File: config.mk
export PLATFORM = sky130hd
export DESIGN_NAME = cfpp_div_cell
export DESIGN_NICKNAME = d
export VERILOG_FILES = /design/src/sv/cfpp_pkg.sv /design/src/sv/cfpp_div_cell.sv
export SDC_FILE = /design/constraint.sdc
export NUM_CORES = 1
export LEC_CHECK = 0
export BUFFER_PORTS_ARGS = -buffer_cell sky130_fd_sc_hd__buf_2
export CORE_AREA = 2 2 555 557
export DETAILED_ROUTE_END_ITERATION = 7
export DIE_AREA = 0 0 557 559
export HOLD_SLACK_MARGIN = 0.08
export PLACE_DENSITY = 0.3
export SKIP_CTS_REPAIR_TIMING = 1
export SYNTH_ARGS = -nofsm -noshare
export SYNTH_HDL_FRONTEND = slang
export SYNTH_SLANG_ARGS = --single-unit
File: constraint.sdc
create_clock -name clk -period 2.04 [get_ports clk]
set_input_delay 0.408 -clock clk [delete_from_list [all_inputs] [get_ports clk]]
set_output_delay 0.408 -clock clk [all_outputs]
set_load 0.01 [all_outputs]
File: src/sv/cfpp_pkg.sv
`timescale 1ns / 1ps
// Shared widths, types, status codes and helpers for the cubic fit predictor.
package cfpp_pkg;

    localparam int TIME_BITS  = 16;
    localparam int VALUE_BITS = 32;
    localparam int NPTS       = 4;
    localparam int NFAC       = NPTS - 1;

    localparam int DEN_BITS  = NFAC * TIME_BITS;
    localparam int NUM_BITS  = VALUE_BITS + NFAC * TIME_BITS + 1;
    localparam int SUM_BITS  = NUM_BITS + 3;

    localparam int IN_FIELD_BITS = (NPTS + 1) * TIME_BITS + NPTS * VALUE_BITS;
    localparam int IN_DATA_BITS  = ((IN_FIELD_BITS + 7) / 8) * 8;
    localparam int OUT_DATA_BITS = ((VALUE_BITS + 7) / 8) * 8;
    localparam int STATUS_BITS   = 2;

    localparam logic [STATUS_BITS-1:0] STAT_OK        = 2'd0;
    localparam logic [STATUS_BITS-1:0] STAT_SINGULAR  = 2'd1;
    localparam logic [STATUS_BITS-1:0] STAT_SATURATED = 2'd2;

    typedef struct packed {
        logic [DEN_BITS-1:0] rem;
        logic [NUM_BITS-1:0] nq;
        logic [DEN_BITS-1:0] den;
        logic                neg;
    } lane_t;

    typedef struct packed {
        logic                  vld;
        logic                  sing;
        lane_t [NPTS-1:0]      lane;
    } div_t;

    typedef struct packed {
        logic                 neg;
        logic [TIME_BITS-1:0] mag;
    } tdiff_t;

    function automatic tdiff_t time_diff(input logic [TIME_BITS-1:0] a,
                                         input logic [TIME_BITS-1:0] b);
        logic [TIME_BITS:0] d;
        tdiff_t r;
        d = {1'b0, a} - {1'b0, b};
        r.neg = d[TIME_BITS];
        r.mag = d[TIME_BITS] ? (b - a) : d[TIME_BITS-1:0];
        return r;
    endfunction

endpackage

File: src/sv/cfpp_div_cell.sv
`timescale 1ns / 1ps
// Divider cell: one restoring quotient bit for every lane, handed to the next cell.
module cfpp_div_cell
    import cfpp_pkg::*;
(
    input  logic clk,
    input  logic rst_n,
    input  logic en,
    input  div_t d_in,
    output div_t d_out
);

    logic vld_reg;
    div_t pay_reg, pay_next;
    logic [NPTS-1:0][DEN_BITS:0] trial;
    logic [NPTS-1:0][DEN_BITS:0] diff;
    logic [NPTS-1:0]             ge;

    always_comb
    begin
        pay_next = d_in;
        for (int i = 0; i < NPTS; i++)
        begin
            trial[i] = {d_in.lane[i].rem, d_in.lane[i].nq[NUM_BITS-1]};
            diff[i]  = trial[i] - {1'b0, d_in.lane[i].den};
            ge[i]    = trial[i] >= {1'b0, d_in.lane[i].den};
            pay_next.lane[i].rem = ge[i] ? diff[i][DEN_BITS-1:0]
                                         : trial[i][DEN_BITS-1:0];
            pay_next.lane[i].nq  = {d_in.lane[i].nq[NUM_BITS-2:0], ge[i]};
        end
    end

    always_ff @(posedge clk or negedge rst_n)
    begin
        if (!rst_n)
        begin
            vld_reg <= 1'b0;
        end
        else if (en)
        begin
            vld_reg <= d_in.vld;
        end
    end

    always_ff @(posedge clk)
    begin
        if (en)
        begin
            pay_reg <= pay_next;
        end
    end

    always_comb
    begin
        d_out     = pay_reg;
        d_out.vld = vld_reg;
    end

endmodule

After elaboration in Yosys (flattened, before gate mapping)

Index checks and enable logic that the tools add are counted.

$add $sub $neg: 4
$lt $le $gt $ge: 4
Muxes and demuxes: 4

Operators by type and width:

| cell                                         | count |
|---|---|
| greater-or-equal comparator 49 x 48 -> 1 bit | 4 |
| two-way mux 48 bit                           | 4 |
| subtractor 48 bit                            | 4 |

Flip-flop bits (word level): 714
Bits of input ports: 717
Output and inout port bits: 714

Depth between registers and ports, before layout

Depth after elaboration: 2
Gate-level depth with buffers: 16
Gate-level depth less buffers: 13

Worst setup path after synthesis

Ideal clock, no wire load.

Path type: input port to flip-flop
From: in d_in[18] (netlist bit)
To: reg pay_reg, in the netlist d_out[134] (data pin)
Setup time: 0.262 ns
Data arrival time: 2.945 ns
Required time: 1.778 ns
Slack: -1.167 ns
Stages on the path: 13
Buffers on the path: 2
Path through: inv_1 ha_1 buf_2 and4_1 nand3_2 a2111oi_2 o21ai_1 a21oi_2 o31ai_1 a2111o_1 nand2_4 buf_6 mux2_1

RTL lines:

| element              | RTL line            | source |
|---|---|---|
| from (decl)          | cfpp_div_cell.sv:9  | `input div_t d_in,` |
| to (signal assigned) | cfpp_div_cell.sv:49 | `pay_reg <= pay_next;` |
| to (decl)            | cfpp_div_cell.sv:14 | `div_t pay_reg, pay_next;` |

==> out/metrics.csv <==
stage,metric,value,unit
cells_and_area,largest_reg_flops,713,
routing,drc,0,
global_route,grt_max_degree,59,
setup_path,slowest_delay,0.37,ns
sta,hold_viol_final,5,
yosys,synth_top_area_share,0.609,
sta,slew_headroom,0.648,
setup_path,cp.arrival,3.33,ns
cells_and_area,nets,6977,
setup_path,required,2.61,ns
sta,slew_viol_final,0,
routing,vias_per_cell,3.59,
placement,io_buffers,1430,
clock_tree,path_clk_slew,0.06,ns
setup_path,worst-path-buf-inv,5,
setup_path,cp_max_fo,4,
floorplan,die_h,559,µm
routing,drt_pass1_iterations,7,
clock_tree,h-tree-depth,3,
sta,worst_hold_slack,-0.210,ns
setup_path,endpoint_kind,flop,
sta,setup_slack,-0.721,ns
power_and_ir_drop,p_seq_frac,0.354,
yosys,syn_inst,2931,
yosys,synth-edff-count,713,
global_route,grtUsageMet1,0.156,
clock_tree,cts_buffers,104,
outcome,status,"finished, violations left",
routing,first_iter_violations,1905,
floorplan,io_pins,1431,
setup_path,slowest_stage,o311ai_4,
global_route,grt_overflow_total,0,
cells_and_area,final_common_cell,buf_2,
cells_and_area,drive_above_1_share,0.530,
setup_path,cp-start-kind,input port,
hold_path,hold_depth,1,
routing,routed_wl,242000,µm
floorplan,floorplan.rows,203,
placement,gp_congestion,0.897,
global_route,grt_antenna_before_repair,102,
power_and_ir_drop,intPower,36.1,mW
global_route,met3_usage,0.0428,
yosys,ys_warn_count,0,
power_and_ir_drop,max-vdd-ir-drop,0.000592,V
flow_run,maxCapViolations,0,
global_route,grt.met2_usage,0.252,
setup_path,path_depth,16,
yosys,synth_area_leader_cell,edfxtp_1,
global_route,grt-busiest-layer,met2,
yosys,synth.distinct_cells,87,
placement,dpl_cell_area,0.0552,mm²
yosys,syn_area_per_cell,12.0,µm²
sta,setup_viol,199,
cells_and_area,instances_no_fill,10267,
floorplan,dieWidth,557,µm
yosys,synth-main-ff-cell,edfxtp_1,
floorplan,coreArea,0.305,mm²
global_route,grt_pass1_vias,34876,
power_and_ir_drop,p_switching,16.5,mW
yosys,netlist_area,0.0351,mm²
cells_and_area,design_area,0.0706,mm²
power_and_ir_drop,pwr-share-comb,0.292,
setup_path,path_delay_family,compound AO/OA/AOI/OAI gates,
sta,fin_skew,0,ns
clock_tree,cts_num_sinks,714,
sta,period_minus_slack,2.76,ns
clock_tree,tritoncts,done,
yosys,synth_seq_cells,714,
routing,ant_nets,0,
cells_and_area,layout_common_cells,"buf_2 (1372), buf_4 (898), edfxtp_1 (713)",
clock_tree,ctsRootBufferMaster,clkbuf_16,
sta,max_freq,362,MHz
floorplan,initial_core_util,0.115,
yosys,seq_area_frac_synth,0.610,
setup_path,path_cells,buf_12 > clkinv_8 > ha_4 > fa_2 > nor2b_4 > o31a_1 > o311ai_4 > buf_6 > a21oi_4 > a311o_1 > a311o_1 > buf_4 > buf_6 > a41oi_2 > xor2_1 > a21oi_1,
clock_tree,cts_max_path_buffers,4,
outcome,violations,"hold timing, setup timing",
power_and_ir_drop,power_density,744,mW/mm²
sta,tightest_slew,0.522,ns
placement,dp_hpwl,196000,µm
sta,grt_setup_unrepaired,yes,
power_and_ir_drop,switching_share,0.313,
routing,wire_per_inst,23.6,µm
placement,dp_cells,9262,
clock_tree,clock_latency,0.75,ns
global_route,grt_usage,0.140,
yosys,syn_nets,3844,
power_and_ir_drop,leakage,30.0,nW
cells_and_area,area_growth,101,%
power_and_ir_drop,p_clk_frac,0.354,
hold_path,hold_path_class,in -> reg,
setup_path,r2r_slack,1.30,ns
setup_path,worstSetupPathType,in -> reg,
setup_path,r2r_cells,1,
routing,vias,36890,
yosys,synth.area.top_cells,"edfxtp_1 (61%), ha_1 (6.8%), a21oi_1 (4.2%)",
global_route,grt_pass1_wl,302000,µm
floorplan,die_area,0.311,mm²
sta,timing.final.crit_share,1.35,
yosys,async_flop_share,0.00140,
-- final cells by class --
class                   instances  area, µm²
clock buffers                 122       2670
inverters                     257       1090
flip-flops and latches        714      21400
fillers                     33111     234000
multi-input cells            1860      16300
repair buffers               3127      23200
clock inverters                66        744
diodes                         21       52.6
well taps                    4100       5130
-- synthesized netlist by cell type (all sizes together) (5+ instances only) --
cell / instances
o22ai: 5
a211oi: 15
and4: 11
o211ai: 13
a221o: 6
inv: 257
buf: 43
or3: 11
and2: 14
nor4: 10
o21bai: 40
or2: 8
a31oi: 23
nor3: 29
o21a: 24
nand2: 230
xnor2: 94
nand3: 53
a21boi: 11
nand2b: 17
and3: 22
edfxtp: 713
nor2: 206
o2111ai: 9
a211o: 9
o21ai: 166
ha: 192
a311oi: 8
clkbuf: 57
a21o: 95
or4: 5
a221oi: 5
o31ai: 21
nand4: 48
mux2: 10
xor2: 67
nor2b: 20
a21oi: 300
-- metrics by stage --
| stage | setup TNS, ns | utilization | worst slack (ns) | total power [mW] |
|---|---|---|---|---|
| floorplan | -147.27 | - | -1.00 | 23.6 |
| global placement | -328.76 | 0.181 | -2.26 | 31.5 |
| detailed placement | -318.36 | 0.181 | -2.19 | 31.3 |
| CTS | -146.05 | 0.192 | -1.36 | 50.5 |
| global route | -106.55 | 0.231 | -0.808 | 55.0 |
| finish | -100.20 | 0.232 | -0.721 | 52.6 |
-- power groups by stage --
stage	Clock, mW	Sequential (mW)	Combinational (mW)
detailed placement	0	18.9	12.4
finish	18.6	18.6	15.4
global route	19.8	18.7	16.4
CTS	19.4	18.6	12.5
global placement	0	18.9	12.5
floorplan	0	19.4	4.19
-- logic make-up (layout without fill, tap and decap cells) --
family | count (synthesis) | after routing | synth area share
adders and majority gates | 196 | 196 | 0.0707
muxes | 14 | 14 | 0.00435
other | 0 | 21 | 0
buffers and inverters | 357 | 3572 | 0.0413
AOI/OAI and AO/OA | 792 | 792 | 0.141
and+or+nand+nor | 697 | 697 | 0.0927
DFF | 714 | 714 | 0.610
xor gates and xnor gates | 161 | 161 | 0.0401
-- metal layers --
layer	part of all wire	routed length, µm
met1	0.39	95100
met2	0.50	122000
met3	0.068	16400
met4	0.034	8180
met5	0.0015	358
-- worst paths after layout --
| check | start | end |
|---|---|---|
| setup / recovery | d_in[485] | d_out[526]$_DFFE_PP_ |
| hold / removal | d_in[1] | d_out[1]$_DFFE_PP_ |
| setup reg to reg | vld_reg$_DFFE_PN0P_ | vld_reg$_DFFE_PN0P_ |
| hold reg to reg | vld_reg$_DFFE_PN0P_ | vld_reg$_DFFE_PN0P_ |
| max in group asynchronous | rst_n | vld_reg$_DFFE_PN0P_ |
| min in group asynchronous | rst_n | vld_reg$_DFFE_PN0P_ |
Power figures use the tool's default switching activity.
