===== config.mk =====
export PLATFORM = sky130hd
export DESIGN_NAME = cfpp_back
export DESIGN_NICKNAME = d
export VERILOG_FILES = /design/src/sv/cfpp_pkg.sv /design/src/sv/cfpp_back.sv
export SDC_FILE = /design/constraint.sdc
export NUM_CORES = 1
export LEC_CHECK = 0
export BUFFER_PORTS_ARGS = -buffer_cell sky130_fd_sc_hd__buf_2
export CAP_MARGIN = 20
export CORE_ASPECT_RATIO = 1.4
export CORE_MARGIN = 1.5
export CORE_UTILIZATION = 45
export CTS_CLUSTER_DIAMETER = 200
export DETAILED_ROUTE_END_ITERATION = 7
export GPL_ROUTABILITY_DRIVEN = 0
export GPL_TIMING_DRIVEN = 0
export HOLD_SLACK_MARGIN = 0.08
export PLACE_DENSITY_LB_ADDON = 0.05
export SKIP_LAST_GASP = 1
export SYNTH_ARGS = -nofsm -noshare
export SYNTH_HDL_FRONTEND = slang
export SYNTH_SLANG_ARGS = --single-unit

===== constraint.sdc =====
create_clock -name clk -period 7.98 [get_ports clk]
set_clock_uncertainty 0.05 [all_clocks]
set_input_delay 1.596 -clock clk [delete_from_list [all_inputs] [get_ports clk]]
set_output_delay 1.596 -clock clk [all_outputs]
set_load 0.05 [all_outputs]

===== src/sv/cfpp_pkg.sv =====
`timescale 1ns / 1ps
// Shared widths, types, status codes and helpers for the cubic fit predictor.
package cfpp_pkg;

    localparam int TIME_BITS  = 16;
    localparam int VALUE_BITS = 32;
    localparam int NPTS       = 4;
    localparam int NFAC       = NPTS - 1;

    localparam int DEN_BITS  = NFAC * TIME_BITS;
    localparam int NUM_BITS  = VALUE_BITS + NFAC * TIME_BITS + 1;
    localparam int SUM_BITS  = NUM_BITS + 3;

    localparam int IN_FIELD_BITS = (NPTS + 1) * TIME_BITS + NPTS * VALUE_BITS;
    localparam int IN_DATA_BITS  = ((IN_FIELD_BITS + 7) / 8) * 8;
    localparam int OUT_DATA_BITS = ((VALUE_BITS + 7) / 8) * 8;
    localparam int STATUS_BITS   = 2;

    localparam logic [STATUS_BITS-1:0] STAT_OK        = 2'd0;
    localparam logic [STATUS_BITS-1:0] STAT_SINGULAR  = 2'd1;
    localparam logic [STATUS_BITS-1:0] STAT_SATURATED = 2'd2;

    typedef struct packed {
        logic [DEN_BITS-1:0] rem;
        logic [NUM_BITS-1:0] nq;
        logic [DEN_BITS-1:0] den;
        logic                neg;
    } lane_t;

    typedef struct packed {
        logic                  vld;
        logic                  sing;
        lane_t [NPTS-1:0]      lane;
    } div_t;

    typedef struct packed {
        logic                 neg;
        logic [TIME_BITS-1:0] mag;
    } tdiff_t;

    function automatic tdiff_t time_diff(input logic [TIME_BITS-1:0] a,
                                         input logic [TIME_BITS-1:0] b);
        logic [TIME_BITS:0] d;
        tdiff_t r;
        d = {1'b0, a} - {1'b0, b};
        r.neg = d[TIME_BITS];
        r.mag = d[TIME_BITS] ? (b - a) : d[TIME_BITS-1:0];
        return r;
    endfunction

endpackage


===== src/sv/cfpp_back.sv =====
`timescale 1ns / 1ps
// Back pipeline: sign the quotients, sum the terms, saturate (or zero a singular result) into the output register.
module cfpp_back
    import cfpp_pkg::*;
(
    input  logic                    clk,
    input  logic                    rst_n,
    input  logic                    en,
    input  div_t                    d_in,
    output logic                    out_vld,
    output logic [VALUE_BITS-1:0]   estimate,
    output logic [STATUS_BITS-1:0]  status
);

    logic [3:0] vld_reg, vld_next;
    logic [2:0] sing_reg, sing_next;

    logic signed [NPTS-1:0][SUM_BITS-1:0] term_reg, term_next;
    logic signed [1:0][SUM_BITS-1:0]      pair_reg, pair_next;
    logic signed [SUM_BITS-1:0]           sum_reg, sum_next;
    logic [VALUE_BITS-1:0]                est_reg, est_next;
    logic [STATUS_BITS-1:0]               stat_reg, stat_next;

    logic [SUM_BITS-VALUE_BITS:0]         upper;
    logic                                 fits;

    always_comb
    begin
        for (int i = 0; i < NPTS; i++)
        begin
            term_next[i] = d_in.lane[i].neg ? -SUM_BITS'(d_in.lane[i].nq)
                                            : SUM_BITS'(d_in.lane[i].nq);
        end
        pair_next[0] = term_reg[0] + term_reg[1];
        pair_next[1] = term_reg[2] + term_reg[3];
        sum_next     = pair_reg[0] + pair_reg[1];

        upper = sum_reg[SUM_BITS-1:VALUE_BITS-1];
        fits  = (&upper) || !(|upper);
        if (sing_reg[2])
        begin
            est_next  = '0;
            stat_next = STAT_SINGULAR;
        end
        else if (fits)
        begin
            est_next  = sum_reg[VALUE_BITS-1:0];
            stat_next = STAT_OK;
        end
        else
        begin
            est_next  = sum_reg[SUM_BITS-1] ? {1'b1, {(VALUE_BITS-1){1'b0}}}
                                            : {1'b0, {(VALUE_BITS-1){1'b1}}};
            stat_next = STAT_SATURATED;
        end
        vld_next  = {vld_reg[2:0], d_in.vld};
        sing_next = {sing_reg[1:0], d_in.sing};
    end

    always_ff @(posedge clk or negedge rst_n)
    begin
        if (!rst_n)
        begin
            vld_reg <= '0;
        end
        else if (en)
        begin
            vld_reg <= vld_next;
        end
    end

    always_ff @(posedge clk)
    begin
        if (en)
        begin
            sing_reg <= sing_next;
            term_reg <= term_next;
            pair_reg <= pair_next;
            sum_reg  <= sum_next;
            est_reg  <= est_next;
            stat_reg <= stat_next;
        end
    end

    assign out_vld  = vld_reg[3];
    assign estimate = est_reg;
    assign status   = stat_reg;

endmodule

* Word-level counts from Yosys, hierarchy flattened
Index checks and enable logic that the tools add are counted.
W data, S select, Z words.
** Word-level totals
- Input port bits :: 717
- Output and inout port bits :: 35
- Logic and storage cells :: 33
- Register bits :: 629
** Cells by class
- Multiplexer cells :: 7
- Reduce and logical (&&, ||, !) cells :: 4
- Add/sub/neg operators :: 7
** Operator list (count)
- $neg A81 Y84 :: 4
- $mux W81 :: 4
- $add A84 B84 Y84 :: 3
- $mux W32 :: 2
- $reduce_and A53 Y1 :: 1
- $reduce_or A53 Y1 :: 1
- $mux W2 :: 1
- $logic_not A1 Y1 :: 1
- $logic_or A1 B1 Y1 :: 1

* Depth between registers and ports, before layout
Gate-level depths: netlist of the first run.
- Depth in word-level cells :: 4
- Depth in mapped cells :: 13
- Gate-level depth less buffers :: 13

* Least setup slack after synthesis of the first run
No wires, ideal clock.
- Path kind :: input-to-reg
- Start point :: in d_in[74] (netlist name)
- End point :: reg term_reg[71] (netlist name), data pin
- Buffers on the path :: 1
- Arrival time :: 4.846 ns
- Data required time :: 7.667 ns
- Setup slack :: 2.822 ns
- Library setup time :: 0.263 ns
- Stages :: 11
- Path through :: or4_4 -> or4_4 -> or3_4 -> or4_4 -> or2_4 -> nor2_4 -> nand3_2 -> or4_1 -> buf_6 -> o41ai_2 -> xnor2_1
** RTL lines
- from (decl) :: RTL line cfpp_back.sv:9 : input div_t d_in,
- to (signal assigned) :: RTL line cfpp_back.sv:77 : term_reg <= term_next;
- to (decl) :: RTL line cfpp_back.sv:18 : logic signed [NPTS-1:0][SUM_BITS-1:0] term_reg, term_next;

==> results of run 1 <==
==> cell type report <==
| cell class | instances | area (um2) |
|---|---|---|
| tap | 1197 | 1498 |
| fill | 8574 | 44080 |
| multi-input combinational | 3179 | 21710 |
| inverter | 85 | 319.1 |
| antenna | 24 | 60.06 |
| sequential | 629 | 18870 |
| buffer | 163 | 621.8 |
| clock inverter | 36 | 376.6 |
| clock buffer | 79 | 1794 |
| timing repair buffer | 369 | 1969 |
==> synthesized netlist by cell type (6+ instances only) <==
library cell | number | share of area, %
nand4_1 | 98 | 1.5
nor2_1 | 194 | 1.8
nor3b_1 | 8 | 0.14
o21a_1 | 33 | 0.60
edfxtp_1 | 625 | 45
and3_1 | 23 | 0.35
a41oi_1 | 10 | 0.21
a311oi_1 | 6 | 0.13
or2_2 | 17 | 0.26
ha_1 | 253 | 7.6
a21oi_1 | 369 | 4.4
and2_1 | 14 | 0.21
o21bai_1 | 73 | 1.3
or3_1 | 74 | 1.1
inv_1 | 85 | 0.77
a221oi_1 | 10 | 0.21
a21o_1 | 128 | 2.3
or4_1 | 36 | 0.65
nand2_1 | 335 | 3.0
o31a_1 | 15 | 0.32
o2111ai_1 | 7 | 0.15
xor2_1 | 96 | 2.0
o21ai_0 | 270 | 3.3
o211ai_1 | 19 | 0.34
nand2b_1 | 41 | 0.62
nor3_1 | 90 | 1.1
xnor2_1 | 459 | 9.7
nand3_1 | 79 | 0.95
o21ai_1 | 6 | 0.072
o31ai_1 | 121 | 2.2
and4_1 | 8 | 0.17
a21boi_0 | 16 | 0.29
a31oi_1 | 35 | 0.53
clkbuf_1 | 157 | 1.4
a221o_1 | 8 | 0.19
o41ai_1 | 45 | 0.95
a211oi_1 | 15 | 0.27
nor2b_1 | 25 | 0.38
a31o_2 | 7 | 0.15
nor4_1 | 44 | 0.66
==> routing by layer <==
layer / vias up / track usage [%] / share of wire, %
met5: - / 0 / 0.10
met4: 20 / 17.28 / 6.3
met3: 372 / 5.653 / 5.9
met2: 1002 / 52.82 / 52
met1: 15827 / 29.10 / 36
li1: 16322 / - / -
==> cells by family after synthesis <==
logic type,count (synthesis)
AO/OA/AOI/OAI,1246
XOR/XNOR,555
adder cells (fa/ha/maj),256
buffers and inverters,248
flip-flops,629
multiplexers,6
AND/OR/NAND/NOR,1116
==> stage by stage <==
stage               worst slack (ns)  instance area (um2)  TNS (ns)  power, mW  hold WS, ns
floorplan                      2.822                41510         0      8.404       0.3503
global placement              -4.588                44830  -2699.56      10.37       0.3546
detailed placement             2.265                44980         0      10.35       0.3557
CTS                            2.888                47150         0      13.50       0.3703
global route                   2.612                47180         0      14.16       0.3777
finish                         2.884                47210         0      13.43       0.3682
==> power breakdown <==
part	total [mW]	internal, mW	switching, mW
sequential	4.97	4.64	0.334
combinational	5.33	1.87	3.46
clock	3.13	1.83	1.29
==> worst max path at each step <==
stage,start,end,slack [ns],cells after the start
after floorplan,d_in[74],term_reg[71],2.82,11
after global placement,en,vld_reg[3],-4.59,2
after detailed placement,d_in[230],term_reg[161],2.26,13
after CTS,d_in[230],term_reg[161],2.89,13
after global routing,d_in[232],term_reg[161],2.61,13
final,d_in[74],term_reg[74],2.88,11
==> flow_summary.toml, run 1 <==
[status]
status = "finished clean"

[global_routing]
antenna_found_initial = 40
grt_start_max_net_pins = 120
grt_pass1_vias = 33311
grt_pass1_wl_mm = 198.6
grt-ovfl-total = 0
grt_use_total_pct = 28.47

[routing]
drcViolationCount = 0
drt_iter0_markers = 2228
antenna_left = 0
vias = 33543
drt_wl_total_mm = 135.4
wl_per_cell_um = 23.50
via_per_inst = 5.822
dr.pass1.iters = 6

[layout]
stdcell_count = 5761
largest_reg_flops = 336
fin_nets = 5466
final_common_cell = "edfxtp_1"
layout_common_cells = "edfxtp_1 (625), xnor2_1 (459), a21oi_1 (369)"
drive_gt1_share_pct = 11.45
syn_to_final_growth_pct = 13.73
utilization_pct = 51.71

[worst_hold_path]
hold_path_class = "flip-flop to flip-flop"
min_to = "sing_reg[2]"
min_path_cells = 0
min-delay-start = "sing_reg[1]"

[placed_design]
placed_cells = 5622
portBuffers = 364
hpwlAfterDp_mm = 113.1

[die]
die-width_um = 259.7
die_h_um = 362.4
start_util_pct = 45.47
die_area_um2 = 94110
rows = 131
core_area_um2 = 91300
pin_count = 752

[yosys]
syn_nets = 5029
async_flop_share_pct = 0.6359
synth-xor-area-share_pct = 11.71
synthFlopType = "edfxtp_1"
yosysSeqAreaShare_pct = 45.45
synth-simple-area-share_pct = 13.50
synth_top_family_by_area = "compound AO/OA/AOI/OAI gates"
synthDistinctLibCells = 82
ys.warnings.count = 0
muxShareOfSynthArea_pct = 0.1597
synth_edf_count = 625
synth_cells = 4056
synth_fa_ha_area_share_pct = 7.770
synth.avg_cell_area_um2 = 10.24
synth_seq_cells = 629
synth_compound_gate_area_share_pct = 19.15
synth_area_um2 = 41510

[clocking]
cts_resized = 0
hold_buffers = 0
cts.reportedPaths.clkPinSlew_ns = 0.06
cts_root_buffer = "clkbuf_16"
cts_tree = "yes"
clock_latency_ns = 0.62
h-tree-depth = 3
cts_buffer_depth = 3
cts_buffers = 66
cts_setup_buffers = 0
cts_sinks = 629

[worst_setup_path]
crit_top_cell = "or4_4"
worst-setup-path-type = "input pin to flip-flop"
timing.critical_path.buf_inv = 2
r2r_slack_ns = 3.27
crit_path_top_delay_cell = "or4_4"
cp_top_family = "simple AND/OR/NAND/NOR gates"
worstPathRequired_ns = 8.27
crit_fanout = 8
cp-end-kind = "flip-flop"
timing.rr.end = "pair_reg[80]"
cp.arrival_ns = 5.38
r2r_cells = 12
worstPathCellList = "buf_2 -> or4_4 -> or4_4 -> or3_4 -> or4_4 -> nor2_1 -> nand4_1 -> or4_1 -> clkbuf_1 -> o41ai_1 -> xnor2_1"
slowest_delay_ns = 0.57
r2r_start = "term_reg[93]"
worst_setup_path_start_kind = "input pin"

[timing]
grt_setup_unrepaired = "no"
setup-violations-final = 0
hold_viol = 0
relSlewSlack_pct = 26.52
worst_slew_pin_slew_ns = 1.098
fin_crit_ns = 5.096
slew_viol_final = 0
finalCritPeriodShare_pct = 63.86
max_freq_ghz = 0.1962

[job]
cap_violations = 0

[power_and_ir_drop]
p_leak_nw = 17.27
peakVddDrop_mv = 0.1338
power_density_nw_per_um2 = 284.4
Power figures use the tool's default switching activity.
==> run 2, diff against run 1 <==
==> constraint.sdc (replaced) <==
create_clock -name clk -period 4.9 [get_ports clk]
set_clock_uncertainty 0.05 [all_clocks]
set_input_delay 0.98 -clock clk [delete_from_list [all_inputs] [get_ports clk]]
set_output_delay 0.98 -clock clk [all_outputs]
set_load 0.05 [all_outputs]
==> flow_summary.toml, run 2 (synthesis gave the netlist of run 1 again) <==
[clocking]
cts_tree = "yes"
cts_buffers = 66
cts_sinks = 629
cts_root_buffer = "clkbuf_16"
cts.reportedPaths.clkPinSlew_ns = 0.06
clock_latency_ns = 0.62
cts_buffer_depth = 3
h-tree-depth = 3

[layout]
drive_gt1_share_pct = 11.47
syn_to_final_growth_pct = 13.76
fin_nets = 5468
final_common_cell = "edfxtp_1"
layout_common_cells = "edfxtp_1 (625), xnor2_1 (459), a21oi_1 (369)"
stdcell_count = 5761
largest_reg_flops = 336
nFillCells = 8579

[routing]
antenna_left = 0
drt_wl_total_mm = 135.4
dr.pass1.iters = 5
drcViolationCount = 0
drt_iter0_markers = 2248
vias = 33562
via_per_inst = 5.826
wl_per_cell_um = 23.51

[power_and_ir_drop]
total_power_mw = 21.88
p_leak_nw = 17.27
power_density_nw_per_um2 = 463.4
peakVddDrop_mv = 0.2183

[die]
die_area_um2 = 94110
pin_count = 752
core_area_um2 = 91300
start_util_pct = 45.47
die_h_um = 362.4
rows = 131
die-width_um = 259.7

[worst_setup_path]
worstPathRequired_ns = 5.21
crit_fanout = 7
worst-setup-path-type = "input pin to flip-flop"
cp.arrival_ns = 4.83
worst_setup_path_start_kind = "input pin"
cp-end-kind = "flip-flop"

[job]
cap_violations = 0

[status]
status = "finished clean"

[timing]
fin_crit_ns = 4.523
grt_setup_unrepaired = "no"
relSlewSlack_pct = 26.14
hold_viol = 0
max_freq_ghz = 0.2211
finalCritPeriodShare_pct = 92.30
setup-violations-final = 0
slew_viol_final = 0
worst_slew_pin_slew_ns = 1.104

[global_routing]
grt_pass1_wl_mm = 198.7
grt_use_total_pct = 28.48
grt_start_max_net_pins = 120
grt-ovfl-total = 0
antenna_found_initial = 40
grt_pass1_vias = 33321

[placed_design]
hpwlAfterDp_mm = 113.1
portBuffers = 364
placed_cells = 5622

[worst_hold_path]
hold_path_class = "flip-flop to flip-flop"
==> run 2: changes by cell type in the layout (fill, tap and decap cells not counted), sizes merged <==
| cell | before | now |
|---|---|---|
| diode | 24 | 22 |
| buf | 375 | 376 |
| dlygate4sd3 | 0 | 1 |
==> run 2: per-layer routing <==
metal  up-vias  routed length (um)  track usage [%]
met5         -                 153                0
met4        22                8438            17.28
met3       367                7924            5.653
met2       980               70380            52.83
met1     15865               48540            29.10
li1      16328                   -                -
==> run 2: path summary, 6_finish.rpt <==
path,from,endpoint,slack (ns),cells after the start
setup / recovery,d_in[230],term_reg[161],0.38,13
hold / removal,sing_reg[1],sing_reg[2],0.37,0
hold reg to reg,sing_reg[1],sing_reg[2],0.37,0
min in group asynchronous,rst_n,vld_reg[2],0.66,2
setup reg to reg,pair_reg[84],sum_reg[78],0.39,13
max in group asynchronous,rst_n,vld_reg[1],4.02,2
==> run 2: area by class of cell <==
| class | count | area (um2) | share of cell area (%) |
|---|---|---|---|
| multi-input cells | 3179 | 21710 | 45.97 |
| flip-flops and latches | 629 | 18870 | 39.95 |
| repair buffers | 371 | 1987 | 4.207 |
| clock buffers | 79 | 1794 | 3.799 |
| well taps | 1197 | 1498 | 3.171 |
| plain buffers | 163 | 621.8 | 1.317 |
| clock inverters | 36 | 376.6 | 0.7974 |
| inverters | 85 | 319.1 | 0.6756 |
| diodes | 22 | 55.05 | 0.1166 |
==> run 2: stage by stage <==
step	TNS [ns]	hold slack [ns]	utilization, %	setup WS, ns	instance area, um2
floorplan	0	0.3503	-	0.3578	41510
global placement	-4250.46	0.3546	49.11	-7.052	44830
detailed placement	-1.043	0.3557	49.27	-0.1994	44980
CTS	0	0.3703	51.66	0.2054	47160
global route	0	0.3777	51.69	0.1026	47200
finish	0	0.3681	51.73	0.3774	47230
==> run 2: timing repair <==
item                                   4_1_cts  5_1_grt
gates resized for setup                      0        2
buffers inserted                             0        1
setup endpoints to repair                    0        5
hold buffers                                 1        0
endpoints found under the hold margin        4        0
==> run 2: critical path, cell delays in order <==
cell	delay [ns]
buf_2	0.13
or4_1	0.52
nor2_1	0.26
nand3_1	0.23
or4_1	0.59
or3_1	0.38
buf_2	0.18
or3_1	0.37
buf_2	0.17
nor4_2	0.38
nand2_1	0.19
o31ai_1	0.32
xnor2_1	0.14
==> run 2: report_power, final <==
part	internal (mW)	leakage, nW	switching, mW
logic	3.04	10.0	5.65
clock network	2.98	1.05	2.11
registers	7.56	6.18	0.544
total	13.6	17.3	8.30
